`src/sv/rpr_pkg.sv`:
```
// ----------------------------------------------------------------------------
// Random page replacement package
// Shared constants, types and helper functions of the page replacement core.
// ----------------------------------------------------------------------------
package rpr_pkg;

  localparam int MAX_PAGES = 1024;
  localparam int MAX_DRAWS = 16;
  localparam int SLOT_W    = $clog2(MAX_PAGES);
  localparam int CNT_W     = SLOT_W + 1;
  localparam int PAGE_W    = 32;
  localparam int CFG_W     = 32;
  localparam int TOTAL_W   = 11;
  localparam int CFG_IDX_W = 2;
  localparam int DRAW_W    = $clog2(MAX_DRAWS);
  localparam int STEP_W    = $clog2(PAGE_W);
  localparam int OUT_W     = ((PAGE_W + SLOT_W + 2 + 7) / 8) * 8;

  localparam logic [PAGE_W-1:0] LFSR_TAPS = 32'h8020_0003;

  localparam logic [CFG_IDX_W-1:0] CFG_TOTAL_PAGES = CFG_IDX_W'(0);
  localparam logic [CFG_IDX_W-1:0] CFG_RANDOM_SEED = CFG_IDX_W'(1);

  typedef enum logic [2:0] {
    ST_IDLE,
    ST_DIV,
    ST_RD,
    ST_CHK,
    ST_WR
  } state_e;

  function automatic logic [PAGE_W-1:0] lfsr_next(input logic [PAGE_W-1:0] cur);
    logic [PAGE_W-1:0] nxt;
    nxt = cur >> 1;
    if (cur[0]) begin
      nxt = nxt ^ LFSR_TAPS;
    end
    return nxt;
  endfunction

  function automatic logic [PAGE_W-1:0] seed_value(input logic [PAGE_W-1:0] s);
    return (s != '0) ? s : PAGE_W'(1);
  endfunction

endpackage

```
`src/sv/rpr_mod.sv`:
```
// ----------------------------------------------------------------------------
// Serial modulo unit
// Restoring remainder computation, one dividend bit per cycle.
// ----------------------------------------------------------------------------
module rpr_mod (
  input  logic                         clk_i,
  input  logic                         rst_ni,
  input  logic                         start_i,
  input  logic [rpr_pkg::PAGE_W-1:0]   dividend_i,
  input  logic [rpr_pkg::CNT_W-1:0]    divisor_i,
  output logic                         done_o,
  output logic [rpr_pkg::SLOT_W-1:0]   rem_o
);

  logic                        busy_q, busy_d;
  logic                        done_q, done_d;
  logic [rpr_pkg::STEP_W-1:0]  step_q, step_d;
  logic [rpr_pkg::PAGE_W-1:0]  dvd_q, dvd_d;
  logic [rpr_pkg::CNT_W-1:0]   dvs_q, dvs_d;
  logic [rpr_pkg::SLOT_W-1:0]  rem_q, rem_d;
  logic [rpr_pkg::CNT_W-1:0]   trial;
  logic [rpr_pkg::CNT_W-1:0]   diff;

  assign trial = {rem_q, dvd_q[rpr_pkg::PAGE_W-1]};
  assign diff  = trial - dvs_q;

  always_comb begin
    busy_d = busy_q;
    done_d = 1'b0;
    step_d = step_q;
    dvd_d  = dvd_q;
    dvs_d  = dvs_q;
    rem_d  = rem_q;
    if (start_i) begin
      busy_d = 1'b1;
      step_d = '0;
      dvd_d  = dividend_i;
      dvs_d  = divisor_i;
      rem_d  = '0;
    end else if (busy_q) begin
      dvd_d = dvd_q << 1;
      if (trial >= dvs_q) begin
        rem_d = diff[rpr_pkg::SLOT_W-1:0];
      end else begin
        rem_d = trial[rpr_pkg::SLOT_W-1:0];
      end
      step_d = step_q + 1'b1;
      if (step_q == rpr_pkg::STEP_W'(rpr_pkg::PAGE_W - 1)) begin
        busy_d = 1'b0;
        done_d = 1'b1;
      end
    end
  end

  always_ff @(posedge clk_i or negedge rst_ni) begin
    if (!rst_ni) begin
      busy_q <= 1'b0;
      done_q <= 1'b0;
      step_q <= '0;
    end else begin
      busy_q <= busy_d;
      done_q <= done_d;
      step_q <= step_d;
    end
  end

  always_ff @(posedge clk_i) begin
    dvd_q <= dvd_d;
    dvs_q <= dvs_d;
    rem_q <= rem_d;
  end

  assign done_o = done_q;
  assign rem_o  = rem_q;

endmodule

```
`config.mk`:
```
export PLATFORM = sky130hd
export DESIGN_NAME = rpr_mod
export DESIGN_NICKNAME = d
export VERILOG_FILES = /design/src/sv/rpr_pkg.sv /design/src/sv/rpr_mod.sv
export SDC_FILE = /design/constraint.sdc
export NUM_CORES = 1
export LEC_CHECK = 0
export ABC_AREA = 0
export BUFFER_PORTS_ARGS = -buffer_cell sky130_fd_sc_hd__buf_2
export CAP_MARGIN = 10
export CORE_ASPECT_RATIO = 0.5
export CORE_UTILIZATION = 50
export DETAILED_ROUTE_END_ITERATION = 6
export PLACE_DENSITY = 0.81
export SYNTH_ARGS = -nofsm -noshare
export SYNTH_HDL_FRONTEND = slang
export SYNTH_SLANG_ARGS = --single-unit
```
`constraint.sdc`:
```
create_clock -name clk_i -period 2.5 [get_ports clk_i]
set_input_delay 0.125 -clock clk_i [delete_from_list [all_inputs] [get_ports clk_i]]
set_output_delay 0.125 -clock clk_i [all_outputs]
set_load 0.02 [all_outputs]
```
==> Word-level counts from Yosys, hierarchy flattened <==
Index checks and enable logic that the tools add are counted.
Widths: inputs -> output; s select.
{ "word_totals": {"ff_bits": 60, "word_cells": 22} }
{ "op_classes": {"mux": 11, "reduce_logical": 1, "add_sub_neg": 2, "n_eq_ne": 1, "n_lt_le_gt_ge": 1} }
{ "op_table": {"columns": ["cell", "n"], "rows": [
  ["$mux 32", 2],
  ["$ge 11x11->1", 1],
  ["$mux 10", 1],
  ["$mux 5", 2],
  ["$sub 10x10->10", 1],
  ["$mux 1", 6],
  ["$add 5x1->5 const B", 1],
  ["$eq 5x5->1 const B", 1],
  ["$reduce_bool 2->1", 1]
]} }

==> Longest topological paths before layout <==
{ "logic_depth": {"depth_word": 4, "depth_mapped": 10, "ltp_nobuf": 10} }

==> Worst setup path before layout <==
OpenSTA, ideal clock, no wires.
{ "synth_path": {"kind": "flip-flop to flip-flop", "from": "register rem_q (netlist bit rem_o[4])", "to": "register rem_q (netlist bit rem_o[2])", "synth_period_minus_slack_ns": 2.392, "setup_ns": 0.095, "t_arrival_ns": 2.297, "path_slack_ns": 0.108, "t_required_ns": 2.405, "n_path_buf": 1, "path_stages_with_launch": 9, "cell_sequence": "dfxtp_1 -> ha_1 -> o21a_1 -> o211ai_2 -> a31oi_2 -> o41a_1 -> buf_6 -> or4_1 -> o311ai_1"} }
{ "synth_between": {"elab_chain_len": 2} }
{ "synth_lines": {"columns": ["item", "line_no", "text"], "rows": [
  ["start: declaration", "rpr_mod.sv:20", "logic [rpr_pkg::SLOT_W-1:0] rem_q, rem_d;"],
  ["start signal: assignment", "rpr_mod.sv:70", "rem_q <= rem_d;"],
  ["$ge 11x11->1", "rpr_mod.sv:42", "if (trial >= dvs_q) begin"],
  ["$mux 10", "rpr_mod.sv:42", null]
]} }
Every way passes these cells.
A chain may end at the register's enable or synchronous reset.

==> Final worst setup path <==
{ "layout_path": {"from": "register dvd_q[31] in the netlist's numbering", "to": "register rem_q (netlist bit rem_o[6])"} }
{ "layout_between": {"elab_chain_len": 2, "elab_cells_between_ends": 3} }
{ "layout_lines": {"columns": ["item", "line_no", "text"], "rows": [
  ["start: declaration", "rpr_mod.sv:18", "logic [rpr_pkg::PAGE_W-1:0] dvd_q, dvd_d;"],
  ["start signal: assignment", "rpr_mod.sv:68", "dvd_q <= dvd_d;"],
  ["$sub 10x10->10 or $ge 11x11->1 (tied branches)", "rpr_mod.sv:25, rpr_mod.sv:42", null],
  ["$mux 10 (*)", "rpr_mod.sv:42", null]
]} }
Every way passes the cells marked *; elsewhere a longest branch is shown, timed or not.

==> flow_summary.yaml <==
timing:
  skew_ns: 0.004854
  drv_slew: 0
  timing.final.crit_share_pct: 96.30
  relSlewSlack_pct: 51.08
  max_freq_mhz: 415.4
  setup_tns_ns: 0
  finalCriticalPeriod_ns: 2.408
  worst_pin_slew_ns: 0.7338
  setup_viol: 0
  hold_viol: 0
logic_synthesis:
  ys_types: 50
  synth_flop_cell: "edfxtp_1"
  syn_nets: 294
  syn_area_mm2: 0.003003
  synth_cells: 234
  yosysWarnings: 0
  synthArstFlopShare_pct: 11.67
  synth_area_per_cell_um2: 12.83
  ys_seq_elements: 60
  synth_edf_count: 43
  yosysSeqAreaShare_pct: 55.50
grt:
  grt_remaining_overflow: 0
  grt_pass1_vias: 2128
  antenna_found_initial: 0
  grt_pass1_wl_um: 10160
  grt_max_degree: 36
  grtUsageTotal_pct: 21.81
die:
  initial_core_util_pct: 53.30
  rows: 19
  die-area_mm2: 0.006339
  die_h_um: 56.80
  pin_count: 57
  core-area_mm2: 0.005634
  die_x_um: 111.6
worst_setup_path:
  cp-start-kind: "register"
  crit_fanout: 3
  crit_type: "reg -> reg"
  required_ns: 2.67
  cp-end-kind: "register"
  critPathArrivalTime_ns: 2.58
finish:
  drive_gt1_share_pct: 38.68
  final_area_mm2: 0.003861
  area_delta_synth_final_pct: 28.58
  final_cell_count_no_fill: 391
  antenna_cells: 0
  num-nets-final: 373
  mostFrequentLayoutCells: "buf_2, edfxtp_1, mux2_2"
  final_common_cell: "buf_2"
detailed_routing:
  wl_per_cell_um: 16.12
  drt_iter0_drc: 138
  vias: 2146
  routed_wl_um: 6302
  drt_pre_antenna_iters: 7
  antenna_left: 0
  viasPerCell: 5.488
  drc: 2
clocking:
  ctsHtreeMaxLevel: 3
  ctsRootBufferMaster: "clkbuf_16"
  cts_made_buffers: 9
  clockBufferDepth: 2
  clock_latency_ns: 0.32
  cts_tree: "built"
  clock_sinks: 60
  clk_pin_slew_ns: 0.06
  cts_setup_buffers: 0
worst_hold_path:
  hold_class: "in -> reg"
placement:
  place_hpwl_um: 4116
  gp_congestion: 0.8494
  port_buffers: 56
  postPlaceCellArea_mm2: 0.003381
  dp.cells: 362
outcome:
  violations: "design-rule violations"
  status: "complete, but fails checks"
pwr:
  ir_drop_mv: 0.4973
  powerDensity_mw_per_mm2: 727.3
  p_leak_nw: 1.671
run:
  cap_viol_max_count: 0
repair_timing:
action	CTS	global route
gates resized for setup	0	4
hold endpoints to repair	18	0
hold buffers	12	0
setup endpoints to repair	0	7
path summary, 6_finish.rpt:
check | from | endpoint | slack [ns] | depth (start not counted)
max | dvd_q[31]$_DFFE_PP_ | rem_o[6]$_SDFFE_PP0P_ | 0.09 | 10
min | dividend_i[0] | dvd_q[0]$_SDFFCE_PN0P_ | 0.1 | 2
max reg2reg | dvd_q[31]$_DFFE_PP_ | rem_o[6]$_SDFFE_PP0P_ | 0.09 | 10
min reg2reg | rem_o[9]$_SDFFE_PP0P_ | rem_o[9]$_SDFFE_PP0P_ | 0.49 | 2
max in group asynchronous | rst_ni | step_q[2]$_DFFE_PN0P_ | 2.18 | 2
min in group asynchronous | rst_ni | done_o$_DFF_PN0_ | 0.17 | 2
logic make-up (layout without fill, tap and decap cells):
kind of cell	count (synthesis)	in the layout	synth area share, %
flops	60	60	55.50
compound gates	43	44	11.67
simple gates	51	51	8.376
fa+ha+maj	14	14	6.083
buf+inv	26	109	4.041
xor+xnor	7	7	2.042
mux	33	33	12.29
layer usage:
metal	wire length (um)	vias to the layer above	global-route usage, %
met5	0	-	0
met1	2596	1034	25.98
met3	333	11	6.479
met4	114	0	9.459
li1	-	1042	-
met2	3258	59	37.23
area by class of cell:
class	count	area, um^2
clock buffer	10	229.0
clock inverter	6	88.84
fill	384	1773
inverter	16	60.06
multi-input combinational	149	1257
sequential	60	1667
tap	73	91.34
timing repair buffer	77	467.9
stage by stage:
| step | hold slack, ns | total power [mW] | setup slack (ns) | util, % |
|---|---|---|---|---|
| after CTS | 0.09122 | 2.826 | 0.06954 | 67.78 |
| final | 0.09827 | 2.808 | 0.09249 | 68.53 |
| after floorplan | -0.1706 | 1.394 | 0.1076 | - |
| after global placement | -0.03252 | 1.477 | 0.1488 | 60.00 |
| after global routing | 0.08930 | 2.921 | -0.03961 | 68.53 |
| after detailed placement | -0.03413 | 1.492 | 0.1007 | 60.00 |
power by group:
| group | total (mW) | internal [mW] | switching [mW] |
|---|---|---|---|
| clock network | 1.31 | 0.871 | 0.437 |
| registers | 1.19 | 1.16 | 0.0308 |
| logic | 0.312 | 0.162 | 0.150 |
cells in the mapped netlist, drive strengths merged (5+ instances only):
cell / n / area share, %
a21oi: 8 / 1.5
buf: 6 / 1.5
mux2: 31 / 12
dfrtp: 7 / 5.8
dfxtp: 10 / 6.7
nand2: 7 / 0.88
ha: 13 / 5.4
inv: 16 / 2.0
o21ai: 7 / 1.2
nand3: 5 / 0.83
edfxtp: 43 / 43
xnor2: 5 / 1.5
nor2: 19 / 2.4
worst max-delay path, stage by stage, from the launching register on:
cell	delay, ns
edfxtp_1	0.36
inv_1	0.09
ha_1	0.16
inv_1	0.06
fa_1	0.42
nand3_1	0.14
a21boi_0	0.15
o21a_1	0.21
or3_1	0.32
a221oi_2	0.27
a2111oi_2	0.08
flip-flops by register name (all words and copies together) (netlist names):
| signal | flops |
|---|---|
| step_q | 5 |
| dvd_q | 32 |
| dvs_q | 11 |
| done_o | 1 |
| rem_o | 10 |
| busy_q | 1 |
(Power assumes the default switching activity.)
